<file path="src/rtl/assert_macros.svh">
// Assertion macros shared by the RTL.
// No dependencies; included by files that carry concurrent assertions.
`ifndef ASSERT_MACROS_SVH
`define ASSERT_MACROS_SVH

// Same-cycle implication, disabled while reset is asserted.
`define ASSERT_IMPLIES(label, clk, rstn, ante, cons, msg) \
    label: assert property (@(posedge clk) disable iff (!(rstn)) (ante) |-> (cons)) \
        else $error(msg);

// Next-cycle implication, disabled while reset is asserted.
`define ASSERT_NEXT(label, clk, rstn, ante, cons, msg) \
    label: assert property (@(posedge clk) disable iff (!(rstn)) (ante) |=> (cons)) \
        else $error(msg);

`endif

</file>
<file path="src/rtl/bhpq_ram.sv">
// Generic RAM: one write port, two registered read ports.
// No dependencies; one instance per heap level.
`timescale 1ns / 1ps

module bhpq_ram #(
    parameter int WIDTH = 32,
    parameter int DEPTH = 2,
    localparam int ADDR_W = (DEPTH > 1) ? $clog2(DEPTH) : 1
) (
    input  logic              aclk,
    input  logic              wr_en,
    input  logic [ADDR_W-1:0] wr_addr,
    input  logic [WIDTH-1:0]  wr_data,
    input  logic [ADDR_W-1:0] rd_addr_a,
    output logic [WIDTH-1:0]  rd_data_a,
    input  logic [ADDR_W-1:0] rd_addr_b,
    output logic [WIDTH-1:0]  rd_data_b
);

    logic [WIDTH-1:0] mem_reg [DEPTH];
    logic [WIDTH-1:0] rd_data_a_reg;
    logic [WIDTH-1:0] rd_data_b_reg;

    always_ff @(posedge aclk) begin
        if (wr_en) begin
            mem_reg[wr_addr] <= wr_data;
        end
        rd_data_a_reg <= mem_reg[rd_addr_a];
        rd_data_b_reg <= mem_reg[rd_addr_b];
    end

    assign rd_data_a = rd_data_a_reg;
    assign rd_data_b = rd_data_b_reg;

endmodule

</file>
<file path="config.mk">
export PLATFORM = sky130hd
export DESIGN_NAME = bhpq_ram
export DESIGN_NICKNAME = d
export VERILOG_FILES = /design/src/rtl/assert_macros.svh /design/src/rtl/bhpq_ram.sv
export SDC_FILE = /design/constraint.sdc
export NUM_CORES = 1
export LEC_CHECK = 0
export BUFFER_PORTS_ARGS = -buffer_cell sky130_fd_sc_hd__buf_2
export CAP_MARGIN = 40
export CORE_UTILIZATION = 52
export DETAILED_ROUTE_END_ITERATION = 7
export PLACE_DENSITY = 0.9
export RECOVER_POWER = 25
export SLEW_MARGIN = 25
export SYNTH_ARGS = -nofsm -noshare
export SYNTH_HDL_FRONTEND = slang
export SYNTH_SLANG_ARGS = --single-unit
</file>
<file path="constraint.sdc">
create_clock -name aclk -period 2.5 [get_ports aclk]
set_input_delay 0.375 -clock aclk [delete_from_list [all_inputs] [get_ports aclk]]
set_output_delay 0.375 -clock aclk [all_outputs]
set_load 0.01 [all_outputs]
</file>
==> results.cfg <==
[cts]
clockBufferDepth = 2
cts_tree = built
numCtsBuffers = 17
h-tree-depth = 4
numClockSinks = 128
cts_hold_buffers = 0
clockRootBuffer = clkbuf_8
clock_latency_ns = 0.51
cts_resized = 0
clkTransAtPathRegs_ns = 0.06
post-cts-setup-buffers = 0

[synthesis]
synthFlopType = edfxtp_1
synth_seq_area_share_pct = 74.4
syn-cell-area_mm2 = 0.00430
ys_async_sr_fraction_pct = 0
yosysWarningCount = 0
yosysUniqueCellTypes = 8
syn_area_per_cell_um2 = 21.3
synth_cells = 202
synth_common_cells = 64 x dfxtp_1, 64 x edfxtp_1, 60 x mux2_4, 6 x buf_12, 4 x mux2_2
yosysTopAreaCellShare_pct = 44.7
synthesis.nets = 239
ys_ff_latch = 128
netlist_top_cells_area = edfxtp_1 45%, dfxtp_1 30%, mux2_4 21%, buf_12 2.8%, mux2_2 1.0%
synth_edf_count = 64
synth_top_cell_by_area = edfxtp_1

[critical_path]
path_buf_inv = 1
r2r_cells = 1
r2r_slack_ns = 1.69
cp-startpoint = rd_data_b[8]
start_kind = register
crit-reg2reg-capture = rd_data_b[9]
crit_path_cell_trace = buf_2
path_max_fanout = 1
cp_num_cells = 1
crit_path_end = rd_data_b[8]
end_kind = output pin
crit_family = flip-flops
crit_required_ns = 2.12
critPathMaxStageDelay_ns = 0.33
worstPathArrival_ns = 0.98
r2r-start = mem_reg[0][9]
crit_type = reg -> out
cp_slowest_cell = dfxtp_1

[global_routing]
grt.total_usage_pct = 17.0
grt_max_degree = 33
first_global_vias = 2054
grt_pass1_wl_um = 10200
grt-ovfl-total = 0
antenna_found_initial = 0

[power_and_ir_drop]
peakVddDrop_v = 0.000658
p_leak_uw = 0.00235
power.switching_uw = 1070
comb_power_share_pct = 7.3
cellPowerDensity_mw_per_mm2 = 990
clockPowerShare_pct = 47.7
p_int_uw = 4370
swShare_pct = 19.6
p_seq_share_pct = 45.0

[sta]
rsz0062_at_grt = false
timing.fmax_mhz = 740
finalSetupTns_ns = 0
clock_skew_ns = 0.00652
period_share_pct = 54.1
hold_ws_ns = 0.0487
worst_slew_pin_slew_ns = 0.617
fin_crit_ns = 1.35
finalHoldViolations = 0
slew_viol_final = 0
final-setup-viol-count = 0
slew_headroom_pct = 58.8

[placement]
dp.cells = 399
port_buffers = 100
gp_congestion = 0.693
dpl.hpwl_um = 4330
place_area_mm2 = 0.00485

[detailed_routing]
wirelength_um = 6820
drtIter0Drc = 103
firstDrtPassIters = 4
viasPerCell = 4.72
antenna_left = 0
via_count = 2040
wire_per_inst_um = 15.8
drc = 0

[die]
fp-row-count = 32
fp.dieH_um = 93.0
die_w_um = 93.0
design.core.area_mm2 = 0.00785
ios = 101
dieArea_mm2 = 0.00865
start_util_pct = 54.8

[cells_and_area]
syn_to_final_growth_pct = 27.5
layout.cells.non_filler = 432
antenna_cells = 0
drive_gt1_share_pct = 54.5
nets = 354
stdcell_area_mm2 = 0.00549
largest_reg_flops = 64

[run_status]
outcome = completed

[run]
drv_cap = 0

[hold_path]
worstHoldPathType = in -> reg
-- metrics by stage --
step	setup WS, ns	power [uW]	utilization (%)
final	1.15	5430	69.9
after global routing	1.11	5610	69.9
after CTS	1.13	5480	69.9
after detailed placement	0.846	2890	61.8
after global placement	0.881	2870	61.8
after floorplan	0.247	2730	-
-- kinds of logic (layout without fill, tap and decap cells) --
kind of cell	count (synthesis)	in the layout	share of synthesized area (%)
buffers and inverters	8	136	3.31
and+or+nand+nor	2	2	0.291
DFF	128	128	74.4
muxes	64	64	22.0
-- area by class of cell --
type	count	area, um^2
clock inverter	9	150
timing repair buffer	104	552
multi-input combinational	66	967
clock buffer	23	489
sequential	128	3200
fill	524	2360
tap	102	128
-- power groups by stage --
stage	Clock, uW	Sequential (uW)	Combinational (uW)
floorplan	0	2530	207
global placement	0	2480	390
detailed placement	0	2490	398
CTS	2630	2450	401
global route	2730	2460	423
finish	2590	2450	395
-- placed cells by master (no fill, tap or decap), drive strengths merged --
cell	n
dfxtp	64
clkbuf	42
clkinvlp	2
nor2b	1
edfxtp	64
and2	1
mux2	64
bufinv	4
clkinv	3
buf	85
-- worst min path at each step --
stage,from,endpoint,slack (ns),cells after the start
finish,wr_data[15],mem_reg[1][15],0.05,1
global route,wr_data[15],mem_reg[0][15],0.02,1
CTS,wr_data[15],mem_reg[1][15],0.03,1
detailed placement,mem_reg[0][18],rd_data_b[18],0.49,1
global placement,mem_reg[1][31],rd_data_a[31],0.48,1
floorplan,mem_reg[1][0],rd_data_a[0],0.47,1
-- layer usage --
layer,up-vias,part of all wire (%),global-route usage (%)
met5,-,0,0
met1,976,37,17.1
met4,0,1.8,9.23
li1,975,-,-
met3,15,6.2,6.67
met2,74,55,30.0
No activity file was read; power rests on OpenSTA's default activity.
