$ cat src/rtl/assert_macros.svh
// Assertion macros shared by the RTL.
// No dependencies; included by files that carry concurrent assertions.
`ifndef ASSERT_MACROS_SVH
`define ASSERT_MACROS_SVH

// Same-cycle implication, disabled while reset is asserted.
`define ASSERT_IMPLIES(label, clk, rstn, ante, cons, msg) \
    label: assert property (@(posedge clk) disable iff (!(rstn)) (ante) |-> (cons)) \
        else $error(msg);

// Next-cycle implication, disabled while reset is asserted.
`define ASSERT_NEXT(label, clk, rstn, ante, cons, msg) \
    label: assert property (@(posedge clk) disable iff (!(rstn)) (ante) |=> (cons)) \
        else $error(msg);

`endif

$ cat src/rtl/bhpq_pkg.sv
// Package for the binary heap priority queue: sizes, types, codes, helpers.
// No dependencies; used by bhpq_cell and the top level.
`timescale 1ns / 1ps

package bhpq_pkg;

    localparam int CAPACITY   = 1024;
    localparam int KEY_WIDTH  = 32;
    localparam int COUNT_W    = $clog2(CAPACITY + 1);
    localparam int IDX_W      = $clog2(CAPACITY);
    localparam int NUM_LEVELS = COUNT_W;
    localparam int LVL_W      = $clog2(NUM_LEVELS);
    localparam int OFF_W      = NUM_LEVELS - 1;

    typedef logic signed [KEY_WIDTH-1:0] key_t;
    typedef logic [COUNT_W-1:0]          count_t;
    typedef logic [IDX_W-1:0]            idx_t;
    typedef logic [LVL_W-1:0]            lvl_t;
    typedef logic [OFF_W-1:0]            off_t;

    typedef enum logic {
        CMD_PUSH = 1'b0,
        CMD_POP  = 1'b1
    } cmd_t;

    typedef enum logic [1:0] {
        STATUS_OK    = 2'd0,
        STATUS_EMPTY = 2'd1,
        STATUS_FULL  = 2'd2
    } status_t;

    typedef enum logic [2:0] {
        ST_IDLE,
        ST_POP_WAIT,
        ST_DN_RD,
        ST_DN_CMP,
        ST_UP_RD,
        ST_UP_CMP,
        ST_DONE
    } state_t;

    typedef struct packed {
        cmd_t cmd;
        key_t key_in;
    } in_item_t;

    typedef struct packed {
        key_t    key_out;
        status_t status;
        count_t  entry_count;
    } out_item_t;

    // Heap slot as (level, offset within level).
    typedef struct packed {
        lvl_t lvl;
        off_t off;
    } pos_t;

    // Memory request broadcast from the sequencer to all level cells.
    typedef struct packed {
        logic rd_en;
        lvl_t rd_lvl_a;
        off_t rd_off_a;
        lvl_t rd_lvl_b;
        off_t rd_off_b;
        logic wr_en;
        lvl_t wr_lvl;
        off_t wr_off;
        key_t wr_data;
    } mem_req_t;

    // Per-level RAM controls produced by a cell.
    typedef struct packed {
        logic we;
        off_t wr_off;
        key_t wr_data;
        off_t rd_off_a;
        off_t rd_off_b;
    } ram_ctl_t;

    // a belongs nearer the root than b.
    function automatic logic outranks(input key_t a, input key_t b, input logic order_min);
        return order_min ? (a < b) : (a > b);
    endfunction

    // Number of slots held by one level.
    function automatic int level_depth(input int lvl);
        int first;
        int cnt;
        first = (1 << lvl) - 1;
        cnt   = CAPACITY - first;
        return (cnt < (1 << lvl)) ? cnt : (1 << lvl);
    endfunction

    // Slot of array index v-1: level is the top set bit of v, offset the rest.
    function automatic pos_t pos_of(input count_t v);
        pos_t p;
        p.lvl = '0;
        p.off = v[OFF_W-1:0];
        for (int i = 0; i < COUNT_W; i++) begin
            if (v[i]) p.lvl = LVL_W'(i);
        end
        for (int i = 0; i < OFF_W; i++) begin
            if (LVL_W'(i) == p.lvl) p.off[i] = 1'b0;
        end
        return p;
    endfunction

endpackage

$ cat src/rtl/bhpq_cell.sv
// One heap level cell: decodes the shared request for its level's RAM and
// joins its read data into the return chain. Depends on bhpq_pkg.
`timescale 1ns / 1ps

module bhpq_cell (
    input  logic               aclk,
    input  logic               aresetn,
    input  bhpq_pkg::lvl_t     cell_level,
    input  bhpq_pkg::mem_req_t req,
    output bhpq_pkg::ram_ctl_t ram_ctl,
    input  bhpq_pkg::key_t     ram_rd_a,
    input  bhpq_pkg::key_t     ram_rd_b,
    input  bhpq_pkg::key_t     chain_in_a,
    input  bhpq_pkg::key_t     chain_in_b,
    output bhpq_pkg::key_t     chain_out_a,
    output bhpq_pkg::key_t     chain_out_b
);

    logic hit_a_reg, hit_a_next;
    logic hit_b_reg, hit_b_next;

    always_comb begin
        ram_ctl.we       = req.wr_en && (req.wr_lvl == cell_level);
        ram_ctl.wr_off   = req.wr_off;
        ram_ctl.wr_data  = req.wr_data;
        ram_ctl.rd_off_a = req.rd_off_a;
        ram_ctl.rd_off_b = req.rd_off_b;
        hit_a_next       = req.rd_en && (req.rd_lvl_a == cell_level);
        hit_b_next       = req.rd_en && (req.rd_lvl_b == cell_level);
    end

    // Hit flags line up with the RAM's registered read.
    always_ff @(posedge aclk) begin
        if (!aresetn) begin
            hit_a_reg <= 1'b0;
            hit_b_reg <= 1'b0;
        end else begin
            hit_a_reg <= hit_a_next;
            hit_b_reg <= hit_b_next;
        end
    end

    assign chain_out_a = hit_a_reg ? ram_rd_a : chain_in_a;
    assign chain_out_b = hit_b_reg ? ram_rd_b : chain_in_b;

endmodule

$ cat config.mk
export PLATFORM = sky130hd
export DESIGN_NAME = bhpq_cell
export DESIGN_NICKNAME = d
export VERILOG_FILES = /design/src/rtl/assert_macros.svh /design/src/rtl/bhpq_pkg.sv /design/src/rtl/bhpq_cell.sv
export SDC_FILE = /design/constraint.sdc
export NUM_CORES = 1
export LEC_CHECK = 0
export BUFFER_PORTS_ARGS = -buffer_cell sky130_fd_sc_hd__buf_2
export CAP_MARGIN = 20
export CORE_AREA = 2 2 132 134
export CTS_BUF_LIST = sky130_fd_sc_hd__clkbuf_8
export DETAILED_ROUTE_END_ITERATION = 8
export DIE_AREA = 0 0 134 136
export GPL_TIMING_DRIVEN = 0
export PLACE_DENSITY_LB_ADDON = 0.15
export SLEW_MARGIN = 20
export SYNTH_ARGS = -nofsm -noshare
export SYNTH_HDL_FRONTEND = slang
export SYNTH_SLANG_ARGS = --single-unit
$ cat constraint.sdc
create_clock -name aclk -period 3.3 [get_ports aclk]
set_clock_uncertainty 0.2 [all_clocks]
set_input_delay 0.165 -clock aclk [delete_from_list [all_inputs] [get_ports aclk]]
set_output_delay 0.165 -clock aclk [all_outputs]
set_load 0.1 [all_outputs]
==> results by group, run 1 <==
Worst setup path
  – Setup Crit Path Kind: register to output port
  – Critical path required time: approximately 2900 ps
  – Worst Setup Start Kind: register
  – Nature of the critical path endpoint: output port
  – Delay-heaviest family, CP: buffers and inverters
  – CP bufs+invs: 3
  – Crit-path cells: buf_6, buf_12, mux2_4, buf_2
  – Critical path's slowest cell: dfxtp_1
  – CP max stage delay: 340 ps
  – CP max FO: 10
  – Arrival time at the worst endpoint: 1460 ps

Synth
  – Post-synth net total: about 370
  – Most common cell in the synthesized netlist: buf_4
  – Post-synth EDFFs: 0
  – Mapped Area: 1750 µm²
  – Async set-reset flop share out of synthesis: 0%
  – Area leader, netlist: mux2_4
  – Synth Flop Type: dfxtp_1
  – Seq/Total Area, Yosys: around 2.3%
  – Most instantiated cells after synthesis: buf_4, mux2_4, xor2_1
  – Flip-flop and latch count after synthesis: 2
  – Post-Synthesis Cells: 157
  – Warnings, synthesis: 0
  – Synth top area cells: mux2_4, buf_4, buf_12
  – Count of cell types in the netlist: 15
  – Syn_area_per_cell: between 10 and 15 µm²
  – Post-synth top area share: 51.47%

Pwr
  – Peak supply drop: about 0.15 mV
  – Net Sw Frac: between 60% and 70%
  – Power Dens Cells: 319.4 nW/µm²
  – Tot Pwr: approximately 0.0011 W
  – Leakage: 1.962 nW
  – Logic pwr share: 89.0%
  – Pint: 0.0003394 W
  – Flop pwr share: 2.3%
  – Total net switching power: 0.0007606 W
  – Clock power share: 8.7%

Final layout
  – Layout Nets: 646
  – Synthesis-to-finish area growth: 96.78%
  – Antenna diodes: 0
  – Layout cells sized above 1: 94.93%

Route
  – Antenna Violating Nets Remaining: 0
  – Routed WL per cell: 10.80 µm
  – DR iter-0 viols: 23
  – Total Routed Length: 7.119 mm
  – Vias/cell: 3.226
  – Remaining DRCs: 0
  – Drt pass-1 iters: 4
  – Routed vias: 2126

Clock tree
  – Num CTS Buffers: 3
  – Clk sinks: 2
  – Cts hold-fix bufs: 0
  – Post-CTS resize count: 0
  – Clock-pin slew of the registers on the worst-case setup and hold paths: 30 ps
  – H-tree depth: 1
  – CTS tree: built
  – CTS Root Cell: clkbuf_8
  – Post-CTS Setup Bufs: 0
  – Clk buf depth: 2

GRT
  – Largest net degree at the start of global routing: 11
  – Vias in the first global route: 2048
  – GRT overflow: 0
  – First-pass GRT wire length: between 9 and 10 mm
  – Initial antenna violation count: 0
  – Total track usage: 6.640%

Flow run
  – Max-Cap Viols: 0

Floorplanning
  – Io pins: 337
  – Starting Density: between 10% and 20%
  – Die area: 18220 µm²
  – Row cnt: 48
  – Die height: 136 µm
  – Die W: between 100 and 150 µm
  – Placeable core region: approximately 17000 µm²

STA
  – Final Setup Violations: 0
  – Final Hold Fails: 0
  – Setup slack after layout: 1475 ps
  – RSZ-0062 raised after global routing: false
  – Worst-margin pin slew: 520.5 ps
  – Final Slew Violations: 0
  – Setup TNS: 0 ps
  – Fin crit period: 1825 ps
  – Max Freq: 547.9 MHz
  – Fin crit share: between 50% and 60%
  – Slew headroom: 65.54%

Worst hold path
  – Hold Path Class: primary input to register

Placed design
  – IO Port Bufs: 274
  – DP HPWL: 6.739 mm
  – Gp weighted congestion: 0.6924
  – Pre-CTS setup slack: 1651 ps

Outcome
  – Status: completed
## cells by family after synthesis
kind of cell | count (synthesis) | share of synthesized area (%)
buf+inv | 73 | 35.38
mux | 64 | 54.04
xor+xnor | 9 | 4.503
simple gates | 7 | 2.716
compound gates | 2 | 1.072
flops | 2 | 2.287
## layout make-up
cell class,instances,area [µm²]
Fill cell,1879,13430
Timing Repair Buffer,274,1371
Multi-Input combinational cell,82,1091
Buffer,70,608.1
Tap cell,225,281.5
Clock buffer,3,41.29
Sequential cell,2,40.04
Inverter,3,11.26
## layer usage
layer,vias to the layer above,global-route usage [%],share of wire (%)
met2,190,14.76,57
li1,1031,-,-
met1,901,5.825,29
met3,4,1.566,14
met5,-,0,0
met4,0,1.418,0.56
## path summary, 6_finish.rpt
| kind | start | to | slack [ps] | depth (start not counted) |
|---|---|---|---|---|
| max | hit_b_reg$_SDFF_PN0_ | chain_out_b[23] | 1470 | 4 |
| min | req[75] | hit_b_reg$_SDFF_PN0_ | 30 | 3 |
## metrics by stage
step	std cells	hold WS (ps)	instance area, µm²	utilization [%]
after floorplan	157	96.84	1750	-
after global placement	656	259.8	3403	20.17
after detailed placement	656	261.1	3403	20.17
after CTS	659	41.53	3445	20.41
after global routing	659	69.75	3445	20.41
final	659	28.61	3445	20.41
## power by group through the flow
stage | sequential [W] | clock, W | combinational [W]
final | 0.0000250 | 0.0000960 | 0.000979
after global placement | 0.0000254 | 0 | 0.000983
after global routing | 0.0000251 | 0.000104 | 0.00101
after floorplan | 0.0000252 | 0 | 0.000816
after detailed placement | 0.0000254 | 0 | 0.000985
after CTS | 0.0000251 | 0.0000983 | 0.000986
## cell usage in the layout, fill, tap and decap left out
master	count
buf_12	6
dfxtp_1	2
o2111ai_1	1
buf_4	62
nand2b_1	2
xnor2_1	2
mux2_4	60
clkbuf_8	3
xor2_1	7
nand3_1	2
nor3b_2	1
inv_1	3
mux2_2	4
buf_6	2
buf_2	274
nor4_1	2
a222oi_1	1
Power figures use the tool's default switching activity.
==> inputs of run 2 (changes only) <==
--- a/config.mk
+++ b/config.mk
@@ -7,10 +7,10 @@
 export LEC_CHECK = 0
 export BUFFER_PORTS_ARGS = -buffer_cell sky130_fd_sc_hd__buf_2
 export CAP_MARGIN = 20
-export CORE_AREA = 2 2 132 134
+export CORE_AREA = 2 2 133 135
 export CTS_BUF_LIST = sky130_fd_sc_hd__clkbuf_8
 export DETAILED_ROUTE_END_ITERATION = 8
-export DIE_AREA = 0 0 134 136
+export DIE_AREA = 0 0 135 137
 export GPL_TIMING_DRIVEN = 0
 export PLACE_DENSITY_LB_ADDON = 0.15
 export SLEW_MARGIN = 20
==> constraint.sdc (replaced) <==
create_clock -name aclk -period 1.5 [get_ports aclk]
set_clock_uncertainty 0.2 [all_clocks]
set_input_delay 0.075 -clock aclk [delete_from_list [all_inputs] [get_ports aclk]]
set_output_delay 0.075 -clock aclk [all_outputs]
set_load 0.1 [all_outputs]
==> results by group, run 2 (synthesis results as in run 1) <==
Outcome
  – Status: complete, but fails checks
  – Failing checks: setup timing

Clock tree
  – Num CTS Buffers: 3
  – Clock-pin slew of the registers on the worst-case setup and hold paths: 30 ps
  – Clk buf depth: 2
  – Post-CTS Setup Bufs: 0
  – H-tree depth: 1
  – Clk sinks: 2
  – CTS Root Cell: clkbuf_8
  – CTS tree: built

Pwr
  – Peak supply drop: 0.2998 mV
  – Leakage: 2.361 nW
  – Tot Pwr: roughly 0.0028 W
  – Power Dens Cells: 626.0 nW/µm²

STA
  – Slew headroom: 66.87%
  – Fin crit share: 106.5%
  – Worst-margin pin slew: 500.5 ps
  – Final Slew Violations: 0
  – Final Setup Violations: between 60 and 70
  – Max Freq: 625.8 MHz
  – Final Hold Fails: 0
  – Hold slack: approximately 7.6 ps
  – Setup slack after layout: -97.90 ps
  – Fin crit period: 1598 ps
  – RSZ-0062 raised after global routing: true

Worst hold path
  – HP Start: req[57]
  – Hold Path Class: primary input to register

Worst setup path
  – Critical path required time: 1220 ps
  – Nature of the critical path endpoint: output port
  – Setup crit start: hit_a_reg$_SDFF_PN0_
  – Setup Crit Path Kind: register to output port
  – CP max FO: 8
  – Arrival time at the worst endpoint: 1320 ps
  – Worst Setup Start Kind: register

Route
  – Remaining DRCs: 0
  – Routed vias: 2190
  – Drt pass-1 iters: 4
  – Vias/cell: 3.293
  – Total Routed Length: 7.884 mm
  – Antenna Violating Nets Remaining: 0
  – Routed WL per cell: approximately 12 µm
  – DR iter-0 viols: 26

Placed design
  – DP HPWL: between 6 and 7 mm
  – IO Port Bufs: between 200 and 300
  – Gp weighted congestion: 0.6791

Final layout
  – Layout cells sized above 1: 94.77%
  – Layout Nets: 652
  – Commonest non-fill, non-tap cell in the layout: buf_2
  – Most frequent cells in the layout: buf_2, buf_12, buf_4
  – Synthesis-to-finish area growth: 158.4%
  – Layout fillers: 1797
  – Multi-input gate area: 1101 µm²
  – Antenna diodes: 0
  – Storage element area: 42.54 µm²

GRT
  – Total track usage: 7.113%
  – Largest net degree at the start of global routing: 11
  – Vias in the first global route: 2211
  – GRT overflow: 0
  – Initial antenna violation count: 0
  – First-pass GRT wire length: ~11 mm

Floorplanning
  – Die height: 137 µm
  – Starting Density: about a tenth
  – Placeable core region: 17060 µm²
  – Io pins: 337
  – Die W: 135 µm
  – Row cnt: between 40 and 50
  – Die area: 18500 µm²

Flow run
  – Max-Cap Viols: 0
==> run 2: cell types whose count changed in the layout (fill, tap and decap cells not counted), sizes merged <==
cell         previous run  this run
dlygate4sd3             0         3
clkbuf                  3         5
buf                   344       345
==> run 2: power breakdown <==
group | switching [W] | total, W | leakage, nW | internal [W]
combinational | 0.00171 | 0.00257 | 2.32 | 0.000861
clock | 0.0000381 | 0.000207 | 0.0216 | 0.000169
sequential | 0.000000668 | 0.0000554 | 0.0172 | 0.0000548
==> run 2: metal layers <==
layer	up-vias	track usage, %	wire length, µm	share of wire, %
met3	6	1.370	927	12
met4	0	2.141	84	1.1
met1	948	6.289	2326	30
li1	1045	-	-	-
met2	191	15.68	4546	58
met5	-	0	0	0
==> run 2: final timing paths <==
check / end / depth (start not counted)
max: chain_out_a[21] / 4
min: hit_b_reg$_SDFF_PN0_ / 4
==> run 2: stage by stage <==
stage | setup slack (ps) | cell area (µm²) | setup TNS (ps) | utilization, % | instances
floorplan | -47.90 | 1757 | -47.90 | - | 157
global placement | -36.24 | 3410 | -236.6 | 19.99 | 656
detailed placement | -26.76 | 3410 | -110.5 | 19.99 | 656
CTS | -105.2 | 4452 | -5563 | 26.10 | 663
global route | -135.2 | 4523 | -6843 | 26.52 | 665
finish | -97.90 | 4523 | -4686 | 26.52 | 665
==> run 2: cell type report <==
| class | instances | area share [%] |
|---|---|---|
| multi-input cells | 82 | 24.34 |
| clock buffers | 3 | 0.9129 |
| flip-flops and latches | 2 | 0.9405 |
| well taps | 225 | 6.224 |
| inverters | 3 | 0.2490 |
| repair buffers | 280 | 53.50 |
| plain buffers | 70 | 13.83 |
==> run 2: timing repair <==
item | 4_1_cts | 5_1_grt
gates resized for setup | 255 | 5
hold buffers | 3 | 0
endpoints found under the hold margin | 2 | 0
endpoints found under the setup margin | 65 | 64
gates cloned | 1 | 2
==> run 2: worst max-delay path, stage by stage, from the launching register on <==
cell and delay, ps:
dfxtp_2 320, buf_12 150, clkbuf_16 160, mux2_4 310
buf_12 170
==> inputs of run 3 (changes only) <==
--- a/config.mk
+++ b/config.mk
@@ -7,10 +7,9 @@
 export LEC_CHECK = 0
 export BUFFER_PORTS_ARGS = -buffer_cell sky130_fd_sc_hd__buf_2
 export CAP_MARGIN = 20
-export CORE_AREA = 2 2 133 135
-export CTS_BUF_LIST = sky130_fd_sc_hd__clkbuf_8
+export CORE_AREA = 8 8 124 126
 export DETAILED_ROUTE_END_ITERATION = 8
-export DIE_AREA = 0 0 135 137
+export DIE_AREA = 0 0 132 134
 export GPL_TIMING_DRIVEN = 0
 export PLACE_DENSITY_LB_ADDON = 0.15
 export SLEW_MARGIN = 20
==> results by group, run 3 (synthesis results as in run 1) <==
GRT
  – GRT overflow: 0
  – Total track usage: 9.768%
  – First-pass GRT wire length: between 10 and 15 mm
  – Vias in the first global route: 2617
  – Largest net degree at the start of global routing: 11
  – Initial antenna violation count: 0

Flow run
  – Max-Cap Viols: 0

Floorplanning
  – Row cnt: 43
  – Die W: around 130 µm
  – Starting Density: 12.96%
  – Placeable core region: 13500 µm²
  – Die height: between 100 and 150 µm
  – Io pins: approximately 340
  – Die area: 17690 µm²

Final layout
  – Synthesis-to-finish area growth: 159.5%
  – Antenna diodes: 0
  – Layout Nets: 655
  – Final core utilization: 33.63%
  – Commonest non-fill, non-tap cell in the layout: buf_2
  – Most frequent cells in the layout: buf_2, buf_12, buf_4
  – Layout cells sized above 1: a little over nine tenths

Route
  – Total Routed Length: 9.584 mm
  – Drt pass-1 iters: 4
  – DR iter-0 viols: 16
  – Antenna Violating Nets Remaining: 0
  – Vias/cell: about 3.5
  – Routed vias: 2205
  – Routed WL per cell: approximately 15 µm
  – Remaining DRCs: 0

Clock tree
  – CTS Root Cell: clkbuf_16
  – Clock-pin slew of the registers on the worst-case setup and hold paths: ~30 ps
  – Num CTS Buffers: 3
  – CTS tree: built
  – H-tree depth: 1
  – Clk sinks: 2
  – Clk buf depth: 2

Pwr
  – Leakage: ~2.4 nW
  – Net Sw Frac: 58.36%
  – Clock power share: roughly an eighth
  – Pint: 0.001264 W
  – Logic pwr share: 85.2%
  – Power Dens Cells: between 600 and 700 nW/µm²
  – Peak supply drop: 0.4557 mV
  – Flop pwr share: 1.8%
  – Total net switching power: 0.001772 W

Worst setup path
  – Setup Crit Path Kind: register to output port
  – Critical path required time: approximately 1200 ps
  – Arrival time at the worst endpoint: 1330 ps
  – Nature of the critical path endpoint: output port
  – Worst Setup Start Kind: register
  – CP max FO: 8

STA
  – Final Setup Violations: 62
  – Final Slew Violations: 0
  – Fin crit share: 107.3%
  – RSZ-0062 raised after global routing: true
  – Slew headroom: about 66%
  – Setup slack after layout: -109.9 ps
  – Worst-margin pin slew: approximately 500 ps
  – Max Freq: 621.1 MHz
  – Fin crit period: 1610 ps
  – Final Hold Fails: 1
  – Hold slack: -6.368 ps

Outcome
  – Status: complete, but fails checks
  – Failing checks: hold timing, setup timing

Placed design
  – IO Port Bufs: roughly 270
  – Gp weighted congestion: around 0.74
  – DP HPWL: ~8.4 mm

Worst hold path
  – Hold Path Class: primary input to register
[run 3: changes by cell type in the layout (fill, tap and decap cells not counted)]
cell           before  now
clkbuf_16           2    5
dlygate4sd3_1       3    4
buf_12             69   70
buf_4              62   64
buf_6               4    3
mux2_4             61   63
clkbuf_8            3    0
mux2_2              3    1
[run 3: worst paths after layout]
| check | from | to | depth (start not counted) |
|---|---|---|---|
| max | hit_a_reg$_SDFF_PN0_ | chain_out_a[12] | 4 |
| min | req[74] | hit_a_reg$_SDFF_PN0_ | 3 |
[run 3: area by class of cell]
class / instances / area [µm²]
fillers: 1358 / 8962
repair buffers: 283 / 2462
clock buffers: 3 / 75.07
flip-flops and latches: 2 / 42.54
plain buffers: 70 / 616.8
well taps: 180 / 225.2
inverters: 3 / 11.26
multi-input cells: 82 / 1109
[run 3: repair_timing]
action | CTS | global route
endpoints found under the setup margin | 65 | 63
gates cloned | 1 | 2
resized for setup | 262 | 2
buffers inserted | 1 | 1
hold endpoints to repair | 2 | 0
hold buffers | 4 | 0
pin swaps | 0 | 0
[run 3: critical path, cell delays in order, from the launching register on]
cell and delay, ps:
dfxtp_2 330, buf_12 150, clkbuf_16 160, mux2_4 310, buf_12 170
[run 3: metal layers]
metal	GRT usage [%]	share of wire [%]	wire length, µm
met1	9.181	34	3212
met2	19.42	55	5284
met3	4.001	11	1051
met4	1.723	0.38	36
met5	0	0	0
[run 3: metrics by stage]
step | power, W | setup slack (ps) | cell area [µm²] | std cells | TNS, ps
final | 0.003036 | -109.9 | 4542 | 623 | -5361
after global routing | 0.003124 | -143.8 | 4542 | 623 | -7497
after CTS | 0.003046 | -121.1 | 4476 | 620 | -6424
after detailed placement | 0.002236 | -25.93 | 3353 | 611 | -523.0
after global placement | 0.002228 | -28.26 | 3353 | 611 | -680.0
after floorplan | 0.001854 | -47.90 | 1757 | 157 | -47.90
[run 3: power groups by stage]
stage	combinational, W	clock [W]	sequential (W)
after floorplan	0.00180	0	0.0000555
after global placement	0.00217	0	0.0000558
after detailed placement	0.00218	0	0.0000557
after CTS	0.00259	0.000402	0.0000553
after global routing	0.00266	0.000407	0.0000555
final	0.00259	0.000394	0.0000553
